**src/design/bmc_pkg.sv**
```systemverilog
`timescale 1ns / 1ps
`default_nettype none
// ----------------------------------------------------------------------------
// bmc_pkg: shared types and constants for belief mass conditioning
// Value widths, request codes, divider interface structs and helpers.
// ----------------------------------------------------------------------------
package bmc_pkg;

  localparam int DEF_MAX_FRAME_BITS = 8;
  localparam int IDX_W  = 8;   // subset index width
  localparam int MASS_W = 16;  // Q0.16 mass
  localparam int VAL_W  = 24;  // Q8.16 bin and result
  localparam int FRAC_W = 16;
  localparam int FB_W   = 4;   // frame_bits register width

  localparam logic [VAL_W-1:0] VAL_MAX = {VAL_W{1'b1}};

  // request codes carried on in_tuser
  localparam logic [1:0] REQ_CLEAR = 2'd0;
  localparam logic [1:0] REQ_LOAD  = 2'd1;
  localparam logic [1:0] REQ_READ  = 2'd2;

  // configuration register indexes
  localparam logic CFG_FRAME_BITS = 1'b0;
  localparam logic CFG_COND_MASK  = 1'b1;

  typedef struct packed {
    logic             start;
    logic [VAL_W-1:0] dividend;
    logic [VAL_W-1:0] divisor;
  } div_req_t;

  typedef struct packed {
    logic             done;
    logic [VAL_W-1:0] quotient;
  } div_rsp_t;

  // saturating add of two bin values
  function automatic logic [VAL_W-1:0] sat_add(logic [VAL_W-1:0] a, logic [VAL_W-1:0] b);
    logic [VAL_W:0] s;
    s = {1'b0, a} + {1'b0, b};
    return s[VAL_W] ? VAL_MAX : s[VAL_W-1:0];
  endfunction

  // low-bit mask for the effective frame width
  function automatic logic [IDX_W-1:0] idx_mask(logic [FB_W-1:0] fb, int max_bits);
    int n;
    n = int'(fb);
    if (n < 1) n = 1;
    if (n > max_bits) n = max_bits;
    if (n >= IDX_W) return {IDX_W{1'b1}};
    return IDX_W'((1 << n) - 1);
  endfunction

endpackage
`default_nettype wire

```
**src/design/bmc_divider.sv**
```systemverilog
`timescale 1ns / 1ps
`default_nettype none
// ----------------------------------------------------------------------------
// bmc_divider: iterative Q8.16 divider
// Computes (dividend << 16) / divisor one quotient bit per cycle, saturated.
// ----------------------------------------------------------------------------
module bmc_divider
  import bmc_pkg::*;
(
  input  wire logic     clk,
  input  wire logic     rst_n,
  input  wire div_req_t req,
  output div_rsp_t      rsp
);

  localparam int SH    = VAL_W - FRAC_W;
  localparam int CNT_W = $clog2(VAL_W);
  localparam logic [CNT_W-1:0] LAST_STEP = CNT_W'(VAL_W - 1);

  logic             busy_r, busy_nxt;
  logic             done_r, done_nxt;
  logic [CNT_W-1:0] cnt_r, cnt_nxt;
  logic [VAL_W-1:0] rem_r, rem_nxt;
  logic [VAL_W-1:0] sh_r, sh_nxt;
  logic [VAL_W-1:0] dvs_r, dvs_nxt;

  logic             ovf;
  logic [VAL_W:0]   r2;
  logic [VAL_W+1:0] trial;

  // quotient above range when dividend >= divisor << SH
  assign ovf = ({{SH{1'b0}}, req.dividend} >= {req.divisor, {SH{1'b0}}});

  // one restoring step: shift in next dividend bit, try subtract
  assign r2    = {rem_r, sh_r[VAL_W-1]};
  assign trial = {1'b0, r2} - {2'b00, dvs_r};

  always_comb begin
    busy_nxt = busy_r;
    done_nxt = 1'b0;
    cnt_nxt  = cnt_r;
    rem_nxt  = rem_r;
    sh_nxt   = sh_r;
    dvs_nxt  = dvs_r;
    if (req.start) begin
      dvs_nxt = req.divisor;
      cnt_nxt = '0;
      if (ovf) begin
        sh_nxt   = VAL_MAX;
        done_nxt = 1'b1;
        busy_nxt = 1'b0;
      end else begin
        rem_nxt  = VAL_W'(req.dividend >> SH);
        sh_nxt   = {req.dividend[SH-1:0], {FRAC_W{1'b0}}};
        busy_nxt = 1'b1;
      end
    end else if (busy_r) begin
      if (!trial[VAL_W+1]) begin
        rem_nxt = trial[VAL_W-1:0];
        sh_nxt  = {sh_r[VAL_W-2:0], 1'b1};
      end else begin
        rem_nxt = r2[VAL_W-1:0];
        sh_nxt  = {sh_r[VAL_W-2:0], 1'b0};
      end
      cnt_nxt = cnt_r + 1'b1;
      if (cnt_r == LAST_STEP) begin
        busy_nxt = 1'b0;
        done_nxt = 1'b1;
      end
    end
  end

  // control state
  always_ff @(posedge clk) begin
    if (!rst_n) begin
      busy_r <= 1'b0;
      done_r <= 1'b0;
    end else begin
      busy_r <= busy_nxt;
      done_r <= done_nxt;
    end
  end

  // datapath
  always_ff @(posedge clk) begin
    cnt_r <= cnt_nxt;
    rem_r <= rem_nxt;
    sh_r  <= sh_nxt;
    dvs_r <= dvs_nxt;
  end

  assign rsp.done     = done_r;
  assign rsp.quotient = sh_r;

endmodule
`default_nettype wire

```
**config.mk**
```make
export PLATFORM = sky130hd
export DESIGN_NAME = bmc_divider
export DESIGN_NICKNAME = d
export VERILOG_FILES = /design/src/design/bmc_pkg.sv /design/src/design/bmc_divider.sv
export SDC_FILE = /design/constraint.sdc
export NUM_CORES = 1
export LEC_CHECK = 0
export ABC_CLOCK_PERIOD_IN_PS = 5400
export BUFFER_PORTS_ARGS = -buffer_cell sky130_fd_sc_hd__buf_4
export CAP_MARGIN = 20
export CORE_UTILIZATION = 50
export DETAILED_ROUTE_END_ITERATION = 10
export PLACE_DENSITY = 0.73
export RECOVER_POWER = 100
export SYNTH_ARGS = -nofsm -noshare
export SYNTH_HDL_FRONTEND = slang
export SYNTH_SLANG_ARGS = --single-unit
export TNS_END_PERCENT = 1
```
**constraint.sdc**
```tcl
create_clock -name clk -period 5.4 [get_ports clk]
set_input_delay 0.27 -clock clk [delete_from_list [all_inputs] [get_ports clk]]
set_output_delay 0.27 -clock clk [all_outputs]
set_load 0.01 [all_outputs]
```
### After elaboration in Yosys (flattened, before gate mapping)

Cells that the tools add are included.

| storage, ports and cells | value |
|---|---|
| register bits after elaboration | 79 |
| output and inout bits | 25 |
| input port bits | 51 |
| logic and storage cells | 29 |

| operators by class | value |
|---|---|
| order comparisons | 1 |
| reductions and logical operators | 2 |
| mux-type cells | 16 |
| equal/unequal tests | 2 |
| $add $sub $neg | 2 |

Operator list:

| kind | count |
|---|---|
| $mux 24 | 7 |
| $ge 24x32->1 | 1 |
| $sub 25x24->26 | 1 |
| $mux 1 | 9 |
| $add 5x1->5 const B | 1 |
| $eq 5x5->1 const B | 1 |
| $ne 2x2->1 const B | 1 |
| $reduce_and 2->1 | 1 |
| $reduce_bool 2->1 | 1 |

### Longest topological paths before layout

Gate-level depths: netlist (run 1).

| logic depth | value |
|---|---|
| word-level depth | 4 |
| gate-level depth with buffers | 12 |
| depth with buffers taken out | 10 |

### Worst setup path after synthesis (run 1)

OpenSTA, ideal clock, no wires.

| timing | value |
|---|---|
| path kind | input-to-reg |
| start | in req[13] (netlist name) |
| end | reg rem_r[0], enable pin |
| library setup time | 0.383 ns |
| data arrival time | 2.212 ns |
| required time | 5.017 ns |
| stages | 8 |
| path buffers | 0 |
| path slack | 2.805 ns |
| cells stage by stage | inv_1 -> ha_1 -> a211oi_1 -> nor2_1 -> a311oi_1 -> a31oi_2 -> nand2_1 -> and2_1 |

| between the ends | value |
|---|---|
| cells in the longest elaborated chain, start to end | 3 |

RTL lines:

| item | line | RTL |
|---|---|---|
| from (decl) | bmc_divider.sv:12 | `input wire div_req_t req,` |
| $ge 24x32->1 | bmc_divider.sv:32 | `assign ovf = ({{SH{1'b0}}, req.dividend} >= {req.divisor, {SH{1'b0}}});` |
| $ne 2x2->1 (no source line) | -- |  |
| $reduce_and 2->1 (no source line) | -- |  |
| to (signal assigned) | bmc_divider.sv:87 | `rem_r <= rem_nxt;` |
| to (decl) | bmc_divider.sv:23 | `logic [VAL_W-1:0] rem_r, rem_nxt;` |

No other way between the ends.
A chain may end at the register's enable or synchronous reset.

### Final worst setup path (run 1)

| timing | value |
|---|---|
| start | reg rem_r[17] |
| end | reg rem_r[10] (data pin) |

| between the ends | value |
|---|---|
| cells in the longest elaborated chain, start to end | 4 |

RTL lines:

| item | line | RTL |
|---|---|---|
| $sub 25x24->26 | bmc_divider.sv:36 | `assign trial = {1'b0, r2} - {2'b00, dvs_r};` |
| $mux 24 | bmc_divider.sv:58 | `if (!trial[VAL_W+1]) begin` |
| $mux 24 | bmc_divider.sv:57 | `end else if (busy_r) begin` |
| $mux 24 | bmc_divider.sv:45 | `if (req.start) begin` |
| net rem_nxt[10] | bmc_divider.sv:23 |  |

The timed path passes the listed nets, and every way through them passes these cells. The select of a mux whose other input is x is not followed.

==> results of run 1 <==
area by class of cell:
cell class | count | share of cell area
sequential | 79 | 0.400
inverter | 58 | 0.0378
tap | 133 | 0.0289
multi-input combinational | 360 | 0.420
timing repair buffer | 78 | 0.0782
clock buffer | 9 | 0.0215
clock inverter | 7 | 0.0139
cells in the mapped netlist (4+ instances only):
library cell / count / share of area
a21oi_1: 42 / 0.041
o21a_1: 4 / 0.0059
o211ai_1: 6 / 0.0089
xnor2_1: 9 / 0.016
ha_1: 41 / 0.10
a211oi_1: 5 / 0.0074
nand3_1: 4 / 0.0039
nor3_1: 8 / 0.0079
clkbuf_1: 15 / 0.011
nand4_1: 10 / 0.012
a221o_1: 6 / 0.012
nor2_1: 41 / 0.030
inv_1: 58 / 0.043
o311ai_1: 5 / 0.0086
o21ai_0: 35 / 0.035
xor2_1: 13 / 0.022
dfxtp_1: 7 / 0.028
nand3b_1: 7 / 0.010
edfxtp_1: 72 / 0.43
a31oi_1: 5 / 0.0062
nand2_1: 48 / 0.036
a21o_1: 5 / 0.0074
a211o_1: 4 / 0.0069
nor2b_1: 11 / 0.014
power by group through the flow:
stage / Combinational [W] / Sequential [W] / Clock, W
6_report: 0.000993 / 0.000855 / 0.000467
5_1_grt: 0.00110 / 0.000869 / 0.000498
4_1_cts: 0.00101 / 0.000855 / 0.000474
3_5_place_dp: 0.00101 / 0.000867 / 0
3_3_place_gp: 0.000988 / 0.000863 / 0
2_1_floorplan: 0.000768 / 0.000858 / 0
through the flow:
stage	hold WS, ns	setup slack [ns]
final	0.114	1.29
after global routing	0.0972	1.09
after CTS	0.0733	2.09
after detailed placement	0.460	2.07
after global placement	0.457	2.05
after floorplan	0.369	2.81
kinds of logic (layout without fill, tap and decap cells):
group	after synthesis	in the layout
compound gates	136	136
xor+xnor	22	22
simple gates	156	156
mux	4	4
fa+ha+maj	42	42
buf+inv	80	152
flops	79	79
routing by layer:
metal	wire (um)	global-route usage	vias to the layer above
li1	-	-	2027
met1	5190	0.315	1978
met2	5470	0.371	151
met3	690	0.0454	27
met4	334	0.122	0
met5	0	0	-
final timing paths:
kind | cells after the start | start | end | slack, ns
min | 1 | req[19] | dvs_r[19] | 0.11
max reg2reg | 9 | rem_r[17] | rem_r[10] | 1.29
max | 9 | rem_r[17] | rem_r[10] | 1.29
min reg2reg | 2 | cnt_r[4] | cnt_r[4] | 0.52
worst max-delay path, stage by stage, from the launching register on:
cell and delay, ns:
edfxtp_1 0.41, ha_1 0.43, a211o_1 0.33, a21oi_1 0.17
o21ai_0 0.10, a211o_1 0.32, a41oi_1 1.29, buf_4 0.42
nor3_1 0.08, a221o_1 0.30
registers in the layout, indices dropped and copies added, names as in the netlist:
| name | cells |
|---|---|
| dvs_r | 24 |
| busy_r | 1 |
| done_r | 1 |
| rem_r | 24 |
| sh_r | 24 |
| cnt_r | 5 |
==> run summary, run 1 <==
1st-iter DRT viols - 238
Fill cells - 885
Commonest non-fill, non-tap cells in the layout - edfxtp_1 (72), inv_1 (58), nand2_1 (48)
Util after Layout - 0.587
CP Launch Type - register
Mux cell area share after synthesis - 0.00814
Leakage - 2.40 nW
PwrDens - 402 mW/mm2
Clock-pin transition on the worst setup and hold timing paths - 0.09 ns
Synthesized instance count - 519
GP Congestion - 0.879
Total power - 0.00232 W
Routed WL - 11.7 mm
First-pass GRT wire length - 18.9 mm
Total CTS buffers - 9
Synth Warn # - 0
VDD IR max - 0.196 mV
Initial core utilization - 0.516
Seq/Total Area, Yosys - 0.454
Comb pwr share - 0.429
Buffers added on ports - 75
Xor/xnor share of the synthesized area - 0.0380
Layout cells sized above 1 - 0.110
Ys flop type - edfxtp_1
Vias - 4,183
RSZ-0062 raised after global routing - false
Post-CTS setup buffer count - 0
Maximum clock path buffer count - 2
Slew Viols, Final - 70
CTS root buf - clkbuf_8
Antenna viol nets, final - 0
Commonest non-fill, non-tap cell in the layout - edfxtp_1
Max Freq - 0.243 GHz
Total track usage - 0.237
Post-synth EDFFs - 72
Clock Power Share - 0.202
Sw Share - 0.389
Clk_skew - 0.0111 ns
Crit end category - register
Non-filler instance count after layout - 724
Largest family of logic cells by synthesized area - compound AO/OA/AOI/OAI gates
Worst Path Required - 5.51 ns
Part of the cycle the worst path needs - 0.761
Net Switching - 0.000900 W
Worst-Skew Late Latency - 0.36 ns
Syn Nets - 612
NumNets Final - 679
Antenna cell count - 0
Post-CTS Hold Buffers - 0
Row Count - 36
DRC violations left - 0
Ys async rst share - 0
Worst hold path type - primary input to register
Max_cap viols - 3
Reg power frac - 0.369
Largest fanout on the critical path - 18
Vias in the first global route - 3,996
Crit path arrival time - 4.22 ns
TritonCTS sink count - 79
Synth Area in Compound Gates - 0.177
Seq. cell area - 0.00230 mm2
Final setup viols - 0
Final Instance Area - 0.00576 mm2
Worst-margin pin slew - 1.78 ns
Cell count after placement - 708
Post-Synth Adder-Cell Area - 0.105
Die Span Y - 103 um
Area after DPL - 0.00572 mm2
Largest net degree at the start of global routing - 92
Full die area - 0.0105 mm2
Mapped Area - 0.00507 mm2
Post-DR vias/cell - 5.78
Fin. Hold Viols - 0
Crit path kind - register to register
Final setup TNS - 0 ns
Die span in x - 103 um
Total global routing overflow - 0
Failing checks - max-capacitance violations, max-slew violations
Area delta synth->final - 13.6%
WL/cell - 16.1 um
Synth Register Bits - 79
CTS tree - done
Internal - 0.00141 W
Minimum clock period - 4.11 ns
Area of the multi-input gates - 0.00242 mm2
Status - complete, but fails checks
Initial antenna violation count - 0
Core outline area - 0.00982 mm2
DP Wirelength - 8.46 mm
Io pins - 76
Fraction of the mapped netlist area in simple logic gates - 0.154
Syn_area_per_cell - 9.77 um2
PostCTS Resize Cnt - 0
Max_slew headroom - -0.199
Initial DRT Pass Iterations - 5
H-Tree Depth - 3
Synth unique cells - 61
Power figures use the tool's default switching activity.
==> run 2: changes to the inputs <==
ABC_CLOCK_PERIOD_IN_PS = 3700   (was 5400)
PLACE_DENSITY = 0.76   (was 0.73)
clock period = 3.7 ns   (was 5.4 ns; I/O delays follow)
==> run 2 against run 1 <==
Effect of this change:
- the run still ends with max-capacitance violations, max-slew violations left
- sequential share of layout area decreased by 2.0 points
- sequential cell count unchanged
- utilization increased by 3.1 points
- clock power increased by 46%
- combinational power increased by 50%
- fmax increased by 22%
- sequential power increased by 46%
- final cell count increased by 3.7%
- die area unchanged
- via count increased by 2.5%
==> run summary, run 2 (synthesis gave the netlist of run 1 again) <==
Biggest regs - dvs_r (24), rem_r (24), sh_r (24)
Crit end category - register
Core outline area - 0.00982 mm2 (unchanged)
Max_slew headroom - -0.0965 (+0.103)
Commonest non-fill, non-tap cell in the layout - edfxtp_1
CTS root buf - clkbuf_8
Final setup viols - 0 (unchanged)
Maximum clock path buffer count - 2 (unchanged)
Worst Path Required - 3.83 ns (-1.68 ns)
Total global routing overflow - 0 (unchanged)
Die span in x - 103 um (unchanged)
Minimum clock period - 3.36 ns (-0.745 ns)
WL/cell - 16.1 um (about the same)
Highest routed layer - met4
Antenna viol nets, final - 0 (unchanged)
Vias - 4,288 (+2.5%)
Final setup TNS - 0 ns (unchanged)
Die Span Y - 103 um (unchanged)
Total CTS buffers - 9 (unchanged)
GP Congestion - 0.931 (+6.0%)
Clock-pin transition on the worst setup and hold timing paths - 0.09 ns (about the same)
WL met1 - 5.35 mm (+3.1%)
Area delta synth->final - 19.5%
Post-CTS setup buffer count - 0 (unchanged)
Failing checks - max-capacitance violations, max-slew violations
Fill cells - 863 (-2.5%)
PwrDens - 564 mW/mm2 (+40%)
Status - complete, but fails checks
Met3 routed WL - 637 um (-7.7%)
Fin. Hold Viols - 0 (unchanged)
VDD IR max - 0.299 mV (+53%)
Vias in the first global route - 4,139 (+3.6%)
Buffers added on ports - 75 (unchanged)
Slew Viols, Final - 26 (-63%)
Post-DR vias/cell - 5.71 (-1.2%)
Full die area - 0.0105 mm2 (unchanged)
Part of the cycle the worst path needs - 0.909 (+0.148)
Worst-Skew Late Latency - 0.37 ns (about the same)
Clk_skew - 0.00846 ns (-0.00263 ns)
CTS tree - done
RSZ-0062 raised after global routing - false
Initial core utilization - 0.516 (unchanged)
Layout cells sized above 1 - 0.121 (+0.0114)
DRC violations left - 0 (unchanged)
Worst R2R Start - rem_r[9]
Util after Layout - 0.617 (+0.0306)
Worst-margin pin slew - 1.64 ns (-0.131 ns)
Crit path kind - register to register
NumNets Final - 706 (+4.0%)
Max_cap viols - 1 (-2)
Io pins - 76 (unchanged)
DP Wirelength - 8.57 mm (+1.4%)
Met2 WL post-DR - 5.92 mm (+8.2%)
Largest fanout on the critical path - 23 (+5)
Leakage - 2.54 nW (+5.8%)
H-Tree Depth - 3 (unchanged)
Worst hold path type - primary input to register
Antenna cell count - 0 (unchanged)
Initial DRT Pass Iterations - 5 (unchanged)
Row Count - 36 (unchanged)
Max Freq - 0.297 GHz (+22%)
Routed WL - 12.1 mm (+3.6%)
Initial antenna violation count - 0 (unchanged)
Total track usage - 0.244 (+0.00637)
Reg2reg setup slack - 0.34 ns (-0.96 ns)
Crit path arrival time - 3.50 ns (-0.72 ns)
TritonCTS sink count - 79 (unchanged)
PostCTS Resize Cnt - 0 (unchanged)
Hold_sp - rst_n
Commonest non-fill, non-tap cells in the layout - edfxtp_1 (72), inv_1 (58), nand2_1 (49)
CP Launch Type - register
1st-iter DRT viols - 195 (-18%)
Largest net degree at the start of global routing - 70 (-24%)
First-pass GRT wire length - 19.5 mm (+2.8%)
Critical Path Start - rem_r[9]
run 2: changes by cell type in the layout (fill, tap and decap cells not counted), moves of 2 or more:
cell | before | now
dlygate4sd3_1 | 0 | 24
clkbuf_1 | 36 | 29
clkbuf_2 | 0 | 2
clkbuf_4 | 15 | 23
run 2: worst paths after layout:
check	end	cells after the start
setup / recovery	rem_r[1]	9
hold / removal	done_r	2
setup reg to reg	rem_r[1]	9
hold reg to reg	cnt_r[4]	2
run 2: stage by stage:
step                instances  worst slack, ns  hold WS, ns  instance area [um2]  total power [W]
floorplan                 519             1.19        0.284                 5070          0.00237
global placement          711            0.703        0.372                 5740          0.00271
detailed placement        711            0.621        0.374                 5740          0.00274
CTS                       751            0.529       0.0700                 6190          0.00346
global route              751            0.173       0.0563                 6060          0.00363
finish                    751            0.335       0.0859                 6060          0.00342
run 2: final cells by class:
type,instances,area (um2),share of cell area
Sequential cell,79,2300,0.380
Inverter,58,218,0.0359
Multi-Input combinational cell,360,2430,0.402
Timing Repair Buffer,105,734,0.121
Tap cell,133,166,0.0275
Clock inverter,7,80.1,0.0132
Clock buffer,9,124,0.0204
run 2: worst max-delay path, stage by stage (launching register included):
cell	delay [ns]
edfxtp_1	0.39
ha_1	0.42
nand2_1	0.21
nor4_1	0.36
o211ai_1	0.21
a21oi_1	0.39
a41oi_4	0.26
clkbuf_2	0.40
mux2i_1	0.20
mux2_2	0.27
run 2: timing repair:
action,in CTS,in global routing
hold buffers,24,0
hold endpoints to repair,24,0
endpoints found under the setup margin,0,0
run 2: report_power, final:
group	switching [W]	internal, W	total, W
clock	0.000363	0.000321	0.000684
sequential	0.0000782	0.00117	0.00125
combinational	0.000887	0.000599	0.00149
total	0.00133	0.00209	0.00342
run 2: metal layers:
layer | GRT usage | up-vias
met5 | 0 | -
met4 | 0.0747 | 0
met2 | 0.406 | 134
met1 | 0.310 | 2053
met3 | 0.0644 | 19
li1 | - | 2082
